<file path="src/design/hfpcd_pkg.sv">
// shared types, constants and character decode helpers for the hex frame parser
// depends on nothing; used by the interfaces, the result emitter and the top level
package hfpcd_pkg;

    localparam int PAYLOAD_BYTES = 16;
    localparam int IDX_W         = $clog2(PAYLOAD_BYTES);
    localparam int ADDR_W        = IDX_W + 1;
    localparam int MASK_W        = 10;

    // frame positions
    localparam logic [5:0] POS_HUNT    = 6'd0;
    localparam logic [5:0] POS_SEEN7   = 6'd1;
    localparam logic [5:0] POS_PAYLOAD = 6'd2;
    localparam logic [5:0] POS_END     = 6'd36;
    localparam logic [5:0] POS_LAST    = 6'd39;

    localparam logic [7:0] CHAR_SEVEN  = 8'h37;
    localparam logic [7:0] CHAR_E      = 8'h65;
    localparam logic [7:0] XOR_INIT    = 8'h7e;
    localparam logic [7:0] THR_RESET   = 8'd2;

    localparam logic [IDX_W-1:0] IDX_LAST  = IDX_W'(PAYLOAD_BYTES - 1);
    localparam logic [4:0]       DIG_BYTES = 5'd7;

    typedef struct packed {
        logic              start;
        logic              bank;
        logic              ok;
        logic [MASK_W-1:0] mask;
    } emit_req_t;

    function automatic logic [3:0] hex_val(input logic [7:0] c);
        logic [7:0] d;
        begin
            d = 8'h00;
            case (c) inside
                [8'h30:8'h39]: d = c - 8'h30;
                [8'h61:8'h66]: d = c - 8'h57;
                [8'h41:8'h46]: d = c - 8'h37;
                default:       d = 8'h00;
            endcase
            return d[3:0];
        end
    endfunction

    // expected ending "0d0a"; frame position 36 is a multiple of four
    function automatic logic [7:0] end_char(input logic [1:0] e);
        logic [7:0] r;
        begin
            case (e)
                2'd0:    r = 8'h30;
                2'd1:    r = 8'h64;
                2'd2:    r = 8'h30;
                default: r = 8'h61;
            endcase
            return r;
        end
    endfunction

    function automatic logic [5:0] start_candidate(input logic [7:0] c);
        return (c == CHAR_SEVEN) ? POS_SEEN7 : POS_HUNT;
    endfunction

endpackage

</file>
<file path="src/design/hfpcd_if.sv">
// valid/ready channel interfaces: received characters in, decoded payload bytes out
// depends on hfpcd_pkg for field widths
interface hfpcd_rx_if;
    logic       valid;
    logic       ready;
    logic [7:0] rx_char;

    modport source (output valid, output rx_char, input ready);
    modport sink   (input valid, input rx_char, output ready);
endinterface

interface hfpcd_res_if;
    logic                           valid;
    logic                           ready;
    logic [hfpcd_pkg::IDX_W-1:0]    byte_index;
    logic [7:0]                     payload_byte;
    logic                           last_of_frame;
    logic                           checksum_ok;
    logic [hfpcd_pkg::MASK_W-1:0]   change_mask;

    modport source (output valid, output byte_index, output payload_byte,
                    output last_of_frame, output checksum_ok, output change_mask,
                    input ready);
    modport sink   (input valid, input byte_index, input payload_byte,
                    input last_of_frame, input checksum_ok, input change_mask,
                    output ready);
endinterface

</file>
<file path="src/design/hex_frame_parser_change_detect.sv">
// output: a frame's first beat follows its final character through the emitter's active
// and the store read registers, then 16 byte beats, one per cycle while the sink is ready
// throughput: one character per cycle; input stalls only on a frame's final character
// when the previous frame's 16 beats are still being emitted (one emitter, one bank pair)
// reset: asynchronous active low; hunting for the start mark, previous bytes read as zero
// until the first well-framed frame, threshold 2; no clearing pass
module hex_frame_parser_change_detect
(
    input  logic        clk,
    input  logic        rst_n,
    hfpcd_rx_if.sink    rx,
    hfpcd_res_if.source res,
    input  logic        cfg_we,
    input  logic [7:0]  cfg_data
);

    logic [5:0]                     pos_reg,  pos_next;
    logic [3:0]                     hi_reg,   hi_next;
    logic [7:0]                     xor_reg,  xor_next;
    logic [7:0]                     cs_reg,   cs_next;
    logic [hfpcd_pkg::MASK_W-1:0]   mask_reg, mask_next;
    logic                           wr_bank_reg, wr_bank_next;
    logic                           prev_valid_reg, prev_valid_next;
    logic [7:0]                     thr_reg;

    // byte store: two banks, one filling, the other holding the last well-framed frame
    logic [7:0]                     mem [2*hfpcd_pkg::PAYLOAD_BYTES];
    logic [7:0]                     rd_emit_reg;
    logic [7:0]                     rd_prev_reg;
    logic                           we;
    logic [hfpcd_pkg::ADDR_W-1:0]   waddr;
    logic [7:0]                     wdata;
    logic                           rd_prev_en;
    logic [hfpcd_pkg::ADDR_W-1:0]   rd_prev_addr;
    logic                           rd_emit_en;
    logic [hfpcd_pkg::ADDR_W-1:0]   rd_emit_addr;

    hfpcd_pkg::emit_req_t           req;
    logic                           emit_busy;
    logic                           accept;
    logic [7:0]                     c;
    logic [3:0]                     nib;
    logic [5:0]                     k;
    logic [4:0]                     idx;
    logic [7:0]                     b;
    logic [7:0]                     p;
    logic [7:0]                     diff;
    logic                           far;

    assign rx.ready = !((pos_reg == hfpcd_pkg::POS_LAST) && emit_busy);
    assign accept   = rx.valid && rx.ready;
    assign c        = rx.rx_char;
    assign nib      = hfpcd_pkg::hex_val(c);
    assign k        = pos_reg - hfpcd_pkg::POS_PAYLOAD;
    assign idx      = k[5:1];
    assign b        = {hi_reg, nib};
    assign p        = prev_valid_reg ? rd_prev_reg : 8'h00;
    assign diff     = (b > p) ? (b - p) : (p - b);
    assign far      = diff > thr_reg;

    always_comb
    begin
        pos_next        = pos_reg;
        hi_next         = hi_reg;
        xor_next        = xor_reg;
        cs_next         = cs_reg;
        mask_next       = mask_reg;
        wr_bank_next    = wr_bank_reg;
        prev_valid_next = prev_valid_reg;
        we              = 1'b0;
        waddr           = {wr_bank_reg, idx[hfpcd_pkg::IDX_W-1:0]};
        wdata           = b;
        rd_prev_en      = 1'b0;
        rd_prev_addr    = {!wr_bank_reg, idx[hfpcd_pkg::IDX_W-1:0]};
        req.start       = 1'b0;
        req.bank        = wr_bank_reg;
        req.ok          = (xor_reg == cs_reg);
        req.mask        = (xor_reg == cs_reg) ? mask_reg : '0;
        if (accept)
        begin
            if (pos_reg == hfpcd_pkg::POS_HUNT)
            begin
                pos_next = hfpcd_pkg::start_candidate(c);
            end
            else if (pos_reg == hfpcd_pkg::POS_SEEN7)
            begin
                if (c == hfpcd_pkg::CHAR_E)
                begin
                    pos_next  = hfpcd_pkg::POS_PAYLOAD;
                    xor_next  = hfpcd_pkg::XOR_INIT;
                    hi_next   = 4'h0;
                    mask_next = '0;
                end
                else
                begin
                    pos_next = hfpcd_pkg::start_candidate(c);
                end
            end
            else if (pos_reg < hfpcd_pkg::POS_END)
            begin
                pos_next = pos_reg + 6'd1;
                if (!k[0])
                begin
                    hi_next = nib;
                    // fetch the previous value now, it is compared on the low digit
                    rd_prev_en = (idx < 5'(hfpcd_pkg::PAYLOAD_BYTES));
                end
                else if (idx < 5'(hfpcd_pkg::PAYLOAD_BYTES))
                begin
                    we       = 1'b1;
                    xor_next = xor_reg ^ b;
                    if (idx < hfpcd_pkg::DIG_BYTES)
                    begin
                        mask_next[idx[2:0]] = mask_reg[idx[2:0]] | (b != p);
                    end
                    case (idx) inside
                        [5'd7:5'd9]:   mask_next[7] = mask_reg[7] | far;
                        [5'd10:5'd12]: mask_next[8] = mask_reg[8] | far;
                        [5'd13:5'd15]: mask_next[9] = mask_reg[9] | far;
                        default:       ;
                    endcase
                end
                else
                begin
                    cs_next = b;
                end
            end
            else if (pos_reg <= hfpcd_pkg::POS_LAST)
            begin
                if (c != hfpcd_pkg::end_char(pos_reg[1:0]))
                begin
                    pos_next = hfpcd_pkg::start_candidate(c);
                end
                else if (pos_reg < hfpcd_pkg::POS_LAST)
                begin
                    pos_next = pos_reg + 6'd1;
                end
                else
                begin
                    // frame done: the filled bank becomes the previous frame
                    pos_next        = hfpcd_pkg::POS_HUNT;
                    req.start       = 1'b1;
                    wr_bank_next    = !wr_bank_reg;
                    prev_valid_next = 1'b1;
                end
            end
            else
            begin
                pos_next = hfpcd_pkg::start_candidate(c);
            end
        end
    end

    always_ff @(posedge clk or negedge rst_n)
    begin
        if (!rst_n)
        begin
            pos_reg        <= hfpcd_pkg::POS_HUNT;
            hi_reg         <= 4'h0;
            xor_reg        <= hfpcd_pkg::XOR_INIT;
            cs_reg         <= 8'h00;
            mask_reg       <= '0;
            wr_bank_reg    <= 1'b0;
            prev_valid_reg <= 1'b0;
            thr_reg        <= hfpcd_pkg::THR_RESET;
        end
        else
        begin
            pos_reg        <= pos_next;
            hi_reg         <= hi_next;
            xor_reg        <= xor_next;
            cs_reg         <= cs_next;
            mask_reg       <= mask_next;
            wr_bank_reg    <= wr_bank_next;
            prev_valid_reg <= prev_valid_next;
            if (cfg_we)
            begin
                thr_reg <= cfg_data;
            end
        end
    end

    // writes go to the filling bank, both reads to the other one, so no forwarding
    always_ff @(posedge clk)
    begin
        if (we)
        begin
            mem[waddr] <= wdata;
        end
        if (rd_emit_en)
        begin
            rd_emit_reg <= mem[rd_emit_addr];
        end
        if (rd_prev_en)
        begin
            rd_prev_reg <= mem[rd_prev_addr];
        end
    end

    hfpcd_emitter u_emitter
    (
        .clk     (clk),
        .rst_n   (rst_n),
        .req     (req),
        .busy    (emit_busy),
        .rd_en   (rd_emit_en),
        .rd_addr (rd_emit_addr),
        .rd_data (rd_emit_reg),
        .res     (res)
    );

    a_pos_range: assert property (@(posedge clk) disable iff (!rst_n)
        pos_reg <= hfpcd_pkg::POS_LAST)
        else $error("frame position out of range");

    a_no_bank_clash: assert property (@(posedge clk) disable iff (!rst_n)
        (we && rd_emit_en) |-> (waddr[hfpcd_pkg::ADDR_W-1] != rd_emit_addr[hfpcd_pkg::ADDR_W-1]))
        else $error("store write hit the bank being emitted");

    a_bad_sum_mask: assert property (@(posedge clk) disable iff (!rst_n)
        (res.valid && !res.checksum_ok) |-> (res.change_mask == '0))
        else $error("change mask set with bad checksum");

    a_start_flips: assert property (@(posedge clk) disable iff (!rst_n)
        req.start |=> (wr_bank_reg != $past(wr_bank_reg) && pos_reg == hfpcd_pkg::POS_HUNT))
        else $error("frame completion did not swap banks");

endmodule

</file>
<file path="src/design/hfpcd_emitter.sv">
// walks one finished frame bank of the byte store and drives the result channel
// depends on hfpcd_pkg and hfpcd_res_if; the store read register lives in the top level
module hfpcd_emitter
(
    input  logic                           clk,
    input  logic                           rst_n,
    input  hfpcd_pkg::emit_req_t           req,
    output logic                           busy,
    output logic                           rd_en,
    output logic [hfpcd_pkg::ADDR_W-1:0]   rd_addr,
    input  logic [7:0]                     rd_data,
    hfpcd_res_if.source                    res
);

    logic                           active_reg;
    logic                           bank_reg;
    logic                           ok_reg;
    logic [hfpcd_pkg::MASK_W-1:0]   mask_reg;
    logic [hfpcd_pkg::IDX_W-1:0]    cnt_reg;
    logic                           out_valid_reg;
    logic [hfpcd_pkg::IDX_W-1:0]    idx_reg;
    logic                           last_reg;
    logic                           okout_reg;
    logic [hfpcd_pkg::MASK_W-1:0]   maskout_reg;
    logic                           issue;
    logic                           is_last;

    // while active, a read is issued whenever the output register frees up next edge
    assign issue   = active_reg && (!out_valid_reg || res.ready);
    assign is_last = (cnt_reg == hfpcd_pkg::IDX_LAST);
    assign busy    = active_reg;
    assign rd_en   = issue;
    assign rd_addr = {bank_reg, cnt_reg};

    always_ff @(posedge clk or negedge rst_n)
    begin
        if (!rst_n)
        begin
            active_reg    <= 1'b0;
            cnt_reg       <= '0;
            out_valid_reg <= 1'b0;
        end
        else
        begin
            if (req.start)
            begin
                active_reg <= 1'b1;
                cnt_reg    <= '0;
            end
            else if (issue)
            begin
                cnt_reg <= cnt_reg + 1'b1;
                if (is_last)
                begin
                    active_reg <= 1'b0;
                end
            end
            if (issue)
            begin
                out_valid_reg <= 1'b1;
            end
            else if (res.ready)
            begin
                out_valid_reg <= 1'b0;
            end
        end
    end

    always_ff @(posedge clk)
    begin
        if (req.start)
        begin
            bank_reg <= req.bank;
            ok_reg   <= req.ok;
            mask_reg <= req.mask;
        end
        if (issue)
        begin
            idx_reg     <= cnt_reg;
            last_reg    <= is_last;
            okout_reg   <= is_last && ok_reg;
            maskout_reg <= is_last ? mask_reg : '0;
        end
    end

    assign res.valid         = out_valid_reg;
    assign res.byte_index    = idx_reg;
    assign res.payload_byte  = rd_data;
    assign res.last_of_frame = last_reg;
    assign res.checksum_ok   = okout_reg;
    assign res.change_mask   = maskout_reg;

    a_no_restart: assert property (@(posedge clk) disable iff (!rst_n)
        req.start |-> !active_reg)
        else $error("emission started while a frame was still being emitted");

    a_stall_hold: assert property (@(posedge clk) disable iff (!rst_n)
        (out_valid_reg && !res.ready) |=> (out_valid_reg && $stable(rd_data)))
        else $error("stalled result beat changed");

endmodule
</file>
<file path="src/flat_wrapper.sv">
// flat-port wrapper written by rule: the top's interface ports become plain ports
module hex_frame_parser_change_detect_flat 
  (clk, rst_n, cfg_we, cfg_data, rx_valid, rx_rx_char, rx_ready, res_valid, res_byte_index, res_payload_byte, res_last_of_frame, res_checksum_ok, res_change_mask, res_ready);
  hfpcd_rx_if rx_i ();
  hfpcd_res_if res_i ();
  input  logic clk;
  input  logic rst_n;
  input  logic cfg_we;
  input  logic [7:0] cfg_data;
  input wire logic [$bits(rx_i.valid)-1:0] rx_valid;
  input wire logic [$bits(rx_i.rx_char)-1:0] rx_rx_char;
  output wire logic [$bits(rx_i.ready)-1:0] rx_ready;
  output wire logic [$bits(res_i.valid)-1:0] res_valid;
  output wire logic [$bits(res_i.byte_index)-1:0] res_byte_index;
  output wire logic [$bits(res_i.payload_byte)-1:0] res_payload_byte;
  output wire logic [$bits(res_i.last_of_frame)-1:0] res_last_of_frame;
  output wire logic [$bits(res_i.checksum_ok)-1:0] res_checksum_ok;
  output wire logic [$bits(res_i.change_mask)-1:0] res_change_mask;
  input wire logic [$bits(res_i.ready)-1:0] res_ready;
  assign rx_i.valid = rx_valid;
  assign rx_i.rx_char = rx_rx_char;
  assign rx_ready = rx_i.ready;
  assign res_valid = res_i.valid;
  assign res_byte_index = res_i.byte_index;
  assign res_payload_byte = res_i.payload_byte;
  assign res_last_of_frame = res_i.last_of_frame;
  assign res_checksum_ok = res_i.checksum_ok;
  assign res_change_mask = res_i.change_mask;
  assign res_i.ready = res_ready;
  hex_frame_parser_change_detect u_core (.clk(clk), .rst_n(rst_n), .rx(rx_i), .res(res_i), .cfg_we(cfg_we), .cfg_data(cfg_data));
endmodule
</file>
<file path="config.mk">
export PLATFORM = sky130hd
export DESIGN_NAME = hex_frame_parser_change_detect_flat
export DESIGN_NICKNAME = d
export VERILOG_FILES = /design/src/design/hfpcd_pkg.sv /design/src/design/hfpcd_if.sv /design/src/design/hex_frame_parser_change_detect.sv /design/src/design/hfpcd_emitter.sv /design/src/flat_wrapper.sv
export SDC_FILE = /design/constraint.sdc
export NUM_CORES = 1
export LEC_CHECK = 0
export BUFFER_PORTS_ARGS = -buffer_cell sky130_fd_sc_hd__buf_4
export CAP_MARGIN = 20
export CORE_UTILIZATION = 60
export CTS_BUF_LIST = sky130_fd_sc_hd__clkbuf_4 sky130_fd_sc_hd__clkbuf_8
export DETAILED_ROUTE_END_ITERATION = 8
export HOLD_SLACK_MARGIN = 0.05
export PLACE_DENSITY = 0.77
export SLEW_MARGIN = 20
export SYNTH_ARGS = -nofsm -noshare
export SYNTH_HDL_FRONTEND = slang
export SYNTH_SLANG_ARGS = --single-unit
</file>
<file path="constraint.sdc">
create_clock -name clk -period 11.8 [get_ports clk]
set_clock_uncertainty 0.1 [all_clocks]
set_input_delay 3.54 -clock clk [delete_from_list [all_inputs] [get_ports clk]]
set_output_delay 3.54 -clock clk [all_outputs]
set_load 0.05 [all_outputs]
</file>
# Word level (Yosys, flattened, before mapping)

Memory sizes are Yosys's and may differ from the RTL's. A register that Yosys moved wholly into a read port is not among the register bits.
Index checks and enable logic that the tools add are counted.
W data, S select, Z words.

Register bits: 80
Memory bits (writable): 256
Bits of input ports: 21
Output and inout port bits: 26
Logic and storage cells: 178
Memories kept: 1

Add/sub/neg operators: 8
Order comparisons: 21
Equal/unequal tests: 12
Mux-type cells: 72
Bitwise logic cells: 11
Reduce and logical (&&, ||, !) cells: 33

Memories:

| memory     | words | bits a word | rd ports | clocked after Yosys merged registers in | write ports | line                                 | text |
|---|---|---|---|---|---|---|---|
| u_core.mem | 32    | 8           | 2        | 2                                       | 1           | hex_frame_parser_change_detect.sv:27 | `logic [7:0] mem [2*hfpcd_pkg::PAYLOAD_BYTES];` |

Operators with widths:

| kind                 | count |
|---|---|
| $mux W8              | 12 |
| $mux W10             | 6 |
| $mux W6              | 7 |
| $mux W4              | 9 |
| $mux W1              | 34 |
| $reduce_and A7 Y1    | 3 |
| $ge A8 B7 Y1 const B | 2 |
| $gt A8 B8 Y1         | 2 |
| $le A8 B7 Y1 const B | 2 |
| $ne A8 B8 Y1         | 2 |
| $sub A8 B8 Y8        | 2 |
| $le A5 B4 Y1 const B | 3 |
| $pmux W7 S2          | 1 |
| $reduce_bool A2 Y1   | 7 |
| $lt A6 B6 Y1 const B | 2 |
| $reduce_and A6 Y1    | 2 |
| $logic_and A1 B1 Y1  | 11 |
| $bwmux W10           | 1 |
| $ge A5 B4 Y1 const B | 2 |
| $eq A8 B6 Y1 const B | 1 |
| $eq A8 B7 Y1 const B | 1 |
| $eq A8 B8 Y1         | 1 |
| $ge A8 B6 Y1 const B | 1 |
| $le A8 B6 Y1 const B | 1 |
| other kinds (30)     | 42 |

# Depth between registers and ports, before layout

Gate-level depths: netlist (run 1).

Word-level depth: 17
Mapped depth: 21
Depth with buffers taken out: 20

# Modules after synthesis

Synthesis (run 1) repeated with hierarchy kept, for this count alone.

Cells, all modules: 1254
Area total of the unflattened synthesis: 17733.3 sq um

By module, submodules not included:

| module                         | times used | cells each | area each (sq um) | seq. area each (sq um) |
|---|---|---|---|---|
| hex_frame_parser_change_detect | 1          | 1175       | 16435.8           | 9327.7 |
| hfpcd_emitter                  | 1          | 79         | 1297.5            | 991.0 |

# Worst setup path before layout (run 1)

No wires, ideal clock.

Path type: in2reg
Start: input rx_rx_char[4]
End: register u_core.mask_reg[7] (netlist bit)
Setup time: 0.067 ns
Data arrival time: 7.803 ns
Required time: 11.633 ns
Path slack: 3.830 ns
Stages on the path: 17
Buffers on the path: 0
Path through: or3b_1 > a211oi_1 > o21a_1 > a22o_1 > inv_1 > fa_1 > nand3b_1 > a21oi_1 > o22ai_2 > mux2_2 > a21oi_1 > xnor2_1 > ha_1 > nand4_1 > o21bai_1 > a211oi_1 > a22o_1

Longest elaborated chain between the ends: 14
Elaborated cells between the ends (all ways): 30
Classes of those cells: 2 x add/sub; 8 x order compare; 3 x eq/ne; 11 x mux; 2 x bitwise; 4 x reduce/logical

Ends and longest elaborated chain:

| what                                                                      | line                                                                         | text |
|---|---|---|
| from (decl)                                                               | flat_wrapper.sv:11                                                           | `input wire logic [$bits(rx_i.rx_char)-1:0] rx_rx_char;` |
| $ge A8 B7 Y1 (not written as such) / $le A8 B7 Y1 (equally long branches) | hex_frame_parser_change_detect.sv:53                                         | `assign nib = hfpcd_pkg::hex_val(c);` |
| $logic_and A1 B1 Y1 (not written as such)                                 | hex_frame_parser_change_detect.sv:53                                         |  |
| $mux W4 (2 in a row)                                                      | hfpcd_pkg.sv:36                                                              | `case (c) inside` |
| $mux W4 *                                                                 | hfpcd_pkg.sv:36                                                              |  |
| net u_core.b[1]                                                           | hex_frame_parser_change_detect.sv:45                                         | `logic [7:0] b;` |
| $sub A8 B8 Y8, or another cell as far along                               | hex_frame_parser_change_detect.sv:58                                         | `assign diff = (b > p) ? (b - p) : (p - b);` |
| $mux W8 / $or A1 B1 Y1 (equally long branches)                            | hex_frame_parser_change_detect.sv:58, hex_frame_parser_change_detect.sv:114  |  |
| $gt A8 B8 Y1 / $bwmux W10 (equally long branches)                         | hex_frame_parser_change_detect.sv:59, hex_frame_parser_change_detect.sv:114  |  |
| $or A1 B1 Y1 / $mux W10 (equally long branches)                           | hex_frame_parser_change_detect.sv:117, hex_frame_parser_change_detect.sv:112 |  |
| $mux W1 *                                                                 | hex_frame_parser_change_detect.sv:116                                        | `case (idx) inside` |
| $mux W10 *                                                                | hex_frame_parser_change_detect.sv:108                                        | `else if (idx < 5'(hfpcd_pkg::PAYLOAD_BYTES))` |
| $mux W10 *                                                                | hex_frame_parser_change_detect.sv:102                                        | `if (!k[0])` |
| $mux W10 *                                                                | hex_frame_parser_change_detect.sv:99                                         | `else if (pos_reg < hfpcd_pkg::POS_END)` |
| $mux W10 *                                                                | hex_frame_parser_change_detect.sv:85                                         | `else if (pos_reg == hfpcd_pkg::POS_SEEN7)` |
| to (signal assigned)                                                      | hex_frame_parser_change_detect.sv:173                                        | `mask_reg <= mask_next;` |
| to (decl)                                                                 | hex_frame_parser_change_detect.sv:21                                         | `logic [hfpcd_pkg::MASK_W-1:0] mask_reg, mask_next;` |

The timed path passes the listed nets; every way through them passes the cells marked *. The select of a mux whose other input is x is not followed.
A chain may end at the register's enable or synchronous reset.

# Worst setup path after layout (run 1)

Start: input rx_rx_char[0]
End: register u_core.mask_reg[7] (netlist bit)

The elaborated chain is that of the path after synthesis.

==> results of run 1 <==
[routing by layer]
layer	share of wire, %	track usage, %
met4	3.4	11.2
met3	11	5.49
met1	39	42.4
met2	46	46.7
met5	0.022	0
[power by group]
group          leakage (nW)  internal, mW  switching, mW
Combinational          2.89         0.253          0.444
Clock                 0.613         0.585          0.490
Sequential             3.38          1.41         0.0211
Total                  6.89          2.25          0.955
[worst max-delay path, cell delays in order]
cell	delay [ps]
sky130_fd_sc_hd__buf_4	140
sky130_fd_sc_hd__inv_1	150
sky130_fd_sc_hd__ha_1	200
sky130_fd_sc_hd__o21bai_1	100
sky130_fd_sc_hd__a21boi_2	250
sky130_fd_sc_hd__nor4bb_1	100
sky130_fd_sc_hd__a221oi_1	660
sky130_fd_sc_hd__inv_1	700
sky130_fd_sc_hd__ha_1	470
sky130_fd_sc_hd__a21oi_1	350
sky130_fd_sc_hd__a21oi_1	170
sky130_fd_sc_hd__o22ai_2	410
sky130_fd_sc_hd__mux2_2	390
sky130_fd_sc_hd__a21oi_1	150
sky130_fd_sc_hd__xnor2_1	90
sky130_fd_sc_hd__ha_1	310
sky130_fd_sc_hd__nand4_1	120
sky130_fd_sc_hd__o21bai_1	170
sky130_fd_sc_hd__a211oi_1	420
sky130_fd_sc_hd__a22o_1	200
[layout by cell type, fill, tap and decap left out, types with 37 or more instances in the layout]
| cell | instances |
|---|---|
| sky130_fd_sc_hd__a21oi_1 | 40 |
| sky130_fd_sc_hd__buf_4 | 65 |
| sky130_fd_sc_hd__clkbuf_8 | 62 |
| sky130_fd_sc_hd__dfrtp_1 | 42 |
| sky130_fd_sc_hd__edfxtp_1 | 300 |
| sky130_fd_sc_hd__ha_1 | 37 |
| sky130_fd_sc_hd__mux2i_1 | 40 |
| sky130_fd_sc_hd__mux4_2 | 104 |
| sky130_fd_sc_hd__nand2_1 | 97 |
| sky130_fd_sc_hd__nand3_1 | 42 |
| sky130_fd_sc_hd__nor2_1 | 68 |
| sky130_fd_sc_hd__o21ai_0 | 46 |
[stage by stage]
stage / worst slack, ps / power, mW / area [sq um] / cells / hold slack (ps)
floorplan: 3830 / 1.95 / 17900 / 1247 / 323
global placement: 2940 / 2.12 / 18500 / 1617 / 360
detailed placement: 2640 / 2.14 / 18500 / 1617 / 366
CTS: 3280 / 3.20 / 19700 / 1722 / 385
global route: 2670 / 3.32 / 19700 / 1723 / 408
finish: 3140 / 3.21 / 19700 / 1723 / 384
[final cells by class]
class,instances,area (sq um),share of cell area (%)
multi-input cells,783,7070,35.9
inverters,33,124,0.629
clock buffers,72,928,4.72
well taps,384,480,2.44
clock inverters,33,243,1.23
repair buffers,66,515,2.62
flip-flops and latches,352,10300,52.4
[how the worst max path moves through the flow]
| stage | start | to | slack, ps | depth (start not counted) |
|---|---|---|---|---|
| after floorplan | rx_rx_char[4] | u_core.mask_reg[7] | 3830 | 17 |
| after global placement | rx_rx_char[7] | u_core.mask_reg[9] | 2940 | 18 |
| after detailed placement | rx_rx_char[0] | u_core.mask_reg[7] | 2640 | 20 |
| after CTS | rx_rx_char[0] | u_core.mask_reg[7] | 3280 | 20 |
| after global routing | rx_rx_char[0] | u_core.mask_reg[7] | 2670 | 19 |
| final | rx_rx_char[0] | u_core.mask_reg[7] | 3140 | 20 |
[logic make-up after synthesis]
family | after synthesis | share of synthesized area [%]
adders and majority gates | 40 | 2.89
AOI/OAI and AO/OA | 204 | 7.73
xor gates and xnor gates | 29 | 1.53
muxes | 171 | 17.6
DFF | 352 | 57.8
and+or+nand+nor | 339 | 9.55
buffers and inverters | 112 | 2.92
==> metrics.log, run 1 <==
[metrics] type of the setup path with the least slack: input port to flop
[metrics] signed area change from the synthesized netlist to the final layout: 10.3%
[metrics] PostCTS Resize Cnt: 0
[metrics] # IOs: 47
[metrics] final critical-path required period: 8660 ps
[metrics] number of buffers added on ports: 46
[metrics] max_slew headroom: 26.1%
[metrics] overall overflow remaining after global route: 0
[metrics] number of antenna violations at the first check in global routing: 3
[metrics] global-route wire length before repair: 67500 um
[metrics] Min-Delay Startpoint: u_core.xor_reg[1]
[metrics] gate count of the mapped netlist: 1247
[metrics] Hold Path Sink: u_core.xor_reg[1]
[metrics] library cell occupying the most area in the post-synthesis netlist: sky130_fd_sc_hd__edfxtp_1
[metrics] clock sink count: 352
[metrics] total negative setup slack: 0 ps
[metrics] number of buffers inserted during clock tree synthesis: 56
[metrics] Synth Net Count: 1308
[metrics] number of cells on the worst hold path: 2
[metrics] area of the core: 0.0290 sq mm
[metrics] area of the mapped netlist: 0.0179 sq mm
[metrics] Max Clk Rate: 115 MHz
[metrics] number of cell instances on the worst register-to-register path: 10
[metrics] worst IR drop on VDD: 0.117 mV
[metrics] r2r startpoint: u_core.pos_reg[1]
[metrics] Post-synth EDFFs: 300
[metrics] final core occ: 67.9%
[metrics] unrepaired setup endpoints after global routing: false
[metrics] fill cell count: 2024
[metrics] post-CTS setup buffers: 0
[metrics] count of antenna diodes in the layout: 0
[metrics] proportion of register bits with asynchronous set or reset after synthesis: 14.8%
[metrics] count of final setup violators: 0
[metrics] Max Buffers Root-to-Sink: 3
[metrics] number of endpoints with negative hold slack in the final report: 0
[metrics] Seq/Total Area, Yosys: 57.8%
[metrics] layout cells sized above 1: 23.5%
[metrics] starting density of the core: 61.5%
[metrics] nature of the critical path endpoint: flop
[metrics] post-detailed-placement half-perimeter wirelength: 28600 um
[metrics] flop-to-flop setup slack: 6890 ps
[metrics] clock tree from TritonCTS: done
[metrics] die span in x: 175 um
[metrics] clock input transition at the sequential cells of the worst setup and hold paths: 60 ps
[metrics] post-detailed-routing wire length: 44700 um
[metrics] leakage power figure: 6.89 nW
[metrics] NumNets Final: 1353
[metrics] most used standard cell by instance count after synthesis: sky130_fd_sc_hd__edfxtp_1
[metrics] data arrival time of the critical path: 9090 ps
[metrics] final routed DRC violation total: 0
[metrics] total number of vias: 11.7k
[metrics] flops & latches, synth: 352
[metrics] critical register-to-register path endpoint: u_core.rd_prev_reg[0]
[metrics] initial detailed-routing violation count: 1467
[metrics] part of the cycle the worst path needs: 73.4%
[metrics] average vias per placed instance: 6.79
[metrics] die footprint: 0.0305 sq mm
[metrics] Max Slew Vio Count: 0
[metrics] CP max FO: 33
[metrics] count of yosys warnings during synthesis: 0
[metrics] status: finished clean
[metrics] average cell area after synthesis: 14.3 sq um
[metrics] total number of placement rows: 62
[metrics] Pwr Density: 163 mW/mm^2
[metrics] library cell used as clock root buffer: sky130_fd_sc_hd__clkbuf_8
[metrics] number of nets with antenna violations after detailed routing: 0
[metrics] number of detailed-route iterations in the first pass: 5
[metrics] global placer's final weighted congestion: 0.958
[metrics] number of hold buffers added after CTS: 0
[metrics] Routed wire per std cell: 26.0 um
[metrics] predominant post-synthesis flop cell: sky130_fd_sc_hd__edfxtp_1
[metrics] register ranked first by flip-flop count: u_core.mem
[metrics] ranking of synthesized cells by instance count: 300 x sky130_fd_sc_hd__edfxtp_1, 104 x sky130_fd_sc_hd__mux4_2, 97 x sky130_fd_sc_hd__nand2_1, 68 x sky130_fd_sc_hd__nor2_1, 46 x sky130_fd_sc_hd__o21ai_0
[metrics] number of distinct library cell variants in the gate-level netlist after synthesis: 81
[metrics] clock network latency to the later pin of the worst-skew pair: 610 ps
[metrics] maximum number of pins on one net before global-route repair: 59
[metrics] measured slew at the worst slew-check pin: 1110 ps
[metrics] overall global routing resource usage: 29.9%
[metrics] Worst Hold Class: flop to flop
[metrics] required time of the worst setup path: 12230 ps
[metrics] share of Yosys cell area claimed by the top area cell type: 50.5%
[metrics] vias in the first global route: 11.2k
[metrics] element type at the critical path start: input port
[metrics] chip height: 175 um
[metrics] number of maximum-capacitance violations: 0
[metrics] number of flip-flops under the largest register name: 256
[metrics] count of H-tree levels built during CTS: 2
[metrics] top post-synthesis cells by area: sky130_fd_sc_hd__edfxtp_1 50%, sky130_fd_sc_hd__mux4_2 13%, sky130_fd_sc_hd__dfrtp_1 6.3%
(Power assumes the default switching activity.)
==> run 2, diff against run 1 <==
--- a/config.mk
+++ b/config.mk
@@ -7,11 +7,11 @@
 export LEC_CHECK = 0
 export BUFFER_PORTS_ARGS = -buffer_cell sky130_fd_sc_hd__buf_4
 export CAP_MARGIN = 20
-export CORE_UTILIZATION = 60
+export CORE_UTILIZATION = 59
 export CTS_BUF_LIST = sky130_fd_sc_hd__clkbuf_4 sky130_fd_sc_hd__clkbuf_8
 export DETAILED_ROUTE_END_ITERATION = 8
 export HOLD_SLACK_MARGIN = 0.05
-export PLACE_DENSITY = 0.77
+export PLACE_DENSITY = 0.79
 export SLEW_MARGIN = 20
 export SYNTH_ARGS = -nofsm -noshare
 export SYNTH_HDL_FRONTEND = slang
==> constraint.sdc (replaced) <==
create_clock -name clk -period 7.7 [get_ports clk]
set_clock_uncertainty 0.1 [all_clocks]
set_input_delay 2.31 -clock clk [delete_from_list [all_inputs] [get_ports clk]]
set_output_delay 2.31 -clock clk [all_outputs]
set_load 0.05 [all_outputs]
==> run 2 against run 1 <==
  * Count of clock-buffer cells in the layout is 3 higher
  * Core utilization fell by 1.6 points
  * Critical path type unchanged
  * Design area unchanged
  * Highest routed layer is now met4
  * Register-to-register slack got worse by 3600 ps
  * Hold slack better by 12 ps
  * Setup slack got worse by 2000 ps
  * Sequential power up 53%
  * Non-clock buffer count up 3
  * First-iteration DRC count increased by 5.5%
==> metrics.log, run 2 (synthesized netlist as in run 1, its figures left out) <==
[metrics] number of buffers inserted during clock tree synthesis: 55 (was 56)
[metrics] status: finished clean (unchanged)
[metrics] required time of the worst setup path: 8120 ps (was 12230 ps)
[metrics] starting density of the core: 60.1% (was 61.5%)
[metrics] Max Slew Vio Count: 0 (unchanged)
[metrics] Sequential cell area: 0.0103 sq mm (unchanged)
[metrics] data arrival time of the critical path: 6990 ps (was 9090 ps)
[metrics] element type at the critical path start: input port (unchanged)
[metrics] final setup margin: 1130 ps (was 3140 ps)
[metrics] final critical-path required period: 6570 ps
[metrics] count of antenna diodes in the layout: 0 (unchanged)
[metrics] final core occ: 66.2% (was 67.9%)
[metrics] number of endpoints with negative hold slack in the final report: 0 (unchanged)
[metrics] nature of the critical path endpoint: flop (unchanged)
[metrics] count of H-tree levels built during CTS: 2 (unchanged)
[metrics] global placer's final weighted congestion: 0.945 (was 0.958)
[metrics] type of the setup path with the least slack: input port to flop (unchanged)
[metrics] leakage power figure: 6.91 nW (was 6.89 nW)
[metrics] worst IR drop on VDD: 0.154 mV (was 0.117 mV)
[metrics] clock network latency to the later pin of the worst-skew pair: 600 ps (was 610 ps)
[metrics] CP max FO: 9 (was 33)
[metrics] number of maximum-capacitance violations: 0 (unchanged)
[metrics] signed area change from the synthesized netlist to the final layout: 10.3% (unchanged)
[metrics] Pwr Density: 251 mW/mm^2 (was 163 mW/mm^2)
[metrics] number of detailed-route iterations in the first pass: 5 (unchanged)
[metrics] Worst Hold Class: flop to flop (unchanged)
[metrics] fill cell count: 2035 (was 2024)
[metrics] post-detailed-placement half-perimeter wirelength: 29600 um (was 28600 um)
[metrics] Routed wire per std cell: 26.2 um (was 26.0 um)
[metrics] number of antenna violations at the first check in global routing: 0 (was 3)
[metrics] count of final setup violators: 0 (unchanged)
[metrics] # IOs: 47 (unchanged)
[metrics] most common library cell in the layout ignoring fill and taps: sky130_fd_sc_hd__edfxtp_1 (unchanged)
[metrics] overall overflow remaining after global route: 0 (unchanged)
[metrics] number of buffers added on ports: 46 (unchanged)
[metrics] part of the cycle the worst path needs: 85.3%
[metrics] overall global routing resource usage: 29.9% (about the same)
[metrics] worst slack at placement: 623 ps (was 2640 ps)
[metrics] total number of vias: 11.7k (about the same)
[metrics] post-route non-filler standard cell count: 1728 (was 1723)
[metrics] most frequent cells in the layout: 300 x sky130_fd_sc_hd__edfxtp_1, 104 x sky130_fd_sc_hd__mux4_2, 97 x sky130_fd_sc_hd__nand2_1 (unchanged)
[metrics] die span in x: 176 um (was 175 um)
[metrics] total negative setup slack: 0 ps (unchanged)
[metrics] measured slew at the worst slew-check pin: 1050 ps (was 1110 ps)
[metrics] post-detailed-routing wire length: 45200 um (was 44700 um)
[metrics] final routed DRC violation total: 0 (unchanged)
[metrics] clock sink count: 352 (unchanged)
[metrics] area used by multi-input combinational logic: 0.00706 sq mm (was 0.00707 sq mm)
[metrics] unrepaired setup endpoints after global routing: false (unchanged)
[metrics] initial detailed-routing violation count: 1547 (was 1467)
[metrics] total number of placement rows: 63 (was 62)
[metrics] post-CTS setup buffers: 0 (unchanged)
[metrics] maximum number of pins on one net before global-route repair: 71 (was 59)
[metrics] Max Clk Rate: 152 MHz
[metrics] max_slew headroom: 28.0% (was 26.1%)
[metrics] area of the core: 0.0297 sq mm (was 0.0290 sq mm)
[metrics] Post-Place Cells: 1627 (was 1617)
[metrics] vias in the first global route: 11.5k (was 11.2k)
[metrics] number of hold buffers added after CTS: 0 (unchanged)
[metrics] layout cells sized above 1: 23.6% (was 23.5%)
[metrics] clock input transition at the sequential cells of the worst setup and hold paths: 60 ps (about the same)
[metrics] PostCTS Resize Cnt: 0 (unchanged)
[metrics] global-route wire length before repair: 68300 um (was 67500 um)
[metrics] number of nets with antenna violations after detailed routing: 0 (unchanged)
[metrics] clock tree from TritonCTS: done (unchanged)
[metrics] die footprint: 0.0310 sq mm (was 0.0305 sq mm)
[metrics] register ranked first by flip-flop count: u_core.mem (unchanged)
[metrics] chip height: 176 um (was 175 um)
[metrics] library cell used as clock root buffer: sky130_fd_sc_hd__clkbuf_8 (unchanged)
[metrics] NumNets Final: 1355 (was 1353)
[metrics] number of flip-flops under the largest register name: 256 (unchanged)
[metrics] average vias per placed instance: 6.78 (was 6.79)
[metrics] Max Buffers Root-to-Sink: 3 (unchanged)
[run 2: cell type report]
type,count,share of cell area [%]
sequential,352,52.4
clock inverter,26,1.26
tap,390,2.48
inverter,33,0.629
clock buffer,75,4.70
multi-input combinational,783,35.9
timing repair buffer,69,2.63
[run 2: final timing paths]
path | from | end | slack [ps] | cells after the start
setup reg to reg | u_core.pos_reg[2] | u_core.rd_prev_reg[3] | 3320 | 7
max in group asynchronous | rst_n | u_core.u_emitter.cnt_reg[1] | 5290 | 1
hold reg to reg | u_core.xor_reg[0] | u_core.xor_reg[0] | 400 | 1
setup / recovery | rx_rx_char[0] | u_core.mask_reg[9] | 1130 | 20
min in group asynchronous | rst_n | u_core.cs_reg[2] | 1660 | 1
hold / removal | u_core.xor_reg[0] | u_core.xor_reg[0] | 400 | 1
[run 2: critical path, stage by stage]
cell and delay, ps:
sky130_fd_sc_hd__buf_4 140, sky130_fd_sc_hd__inv_1 130, sky130_fd_sc_hd__ha_1 200, sky130_fd_sc_hd__o21bai_1 100
sky130_fd_sc_hd__a21boi_2 280, sky130_fd_sc_hd__a31oi_1 80, sky130_fd_sc_hd__o22ai_1 410, sky130_fd_sc_hd__inv_1 130
sky130_fd_sc_hd__ha_1 450, sky130_fd_sc_hd__a21oi_1 360, sky130_fd_sc_hd__a21oi_1 160, sky130_fd_sc_hd__o22ai_2 400
sky130_fd_sc_hd__mux2_2 390, sky130_fd_sc_hd__a21oi_1 140, sky130_fd_sc_hd__xnor2_1 90, sky130_fd_sc_hd__ha_1 300
sky130_fd_sc_hd__nand4_1 130, sky130_fd_sc_hd__o21bai_1 180, sky130_fd_sc_hd__a211oi_1 410, sky130_fd_sc_hd__a22o_1 210
[run 2: per-stage QoR]
stage / cell area, sq um / hold WS [ps] / total power [mW]
after detailed placement: 18500 / 386 / 3.28
after global routing: 19700 / 415 / 5.11
after CTS: 19700 / 395 / 4.93
after global placement: 18500 / 381 / 3.25
after floorplan: 17900 / 323 / 2.99
final: 19700 / 396 / 4.94
[run 2: metal layers]
layer  global-route usage, %  up-vias  wire length, um
met5                       0        -                0
met4                    12.8        0             1650
met3                    7.17      131             4820
met2                    47.1      755            21400
met1                    40.1     5833            17400
li1                        -     5005                -
[run 2: where the power goes]
part	leakage [nW]	switching [mW]	total [mW]	internal (mW)
clock network	0.624	0.732	1.68	0.949
logic	2.91	0.684	1.07	0.389
registers	3.38	0.0257	2.19	2.16
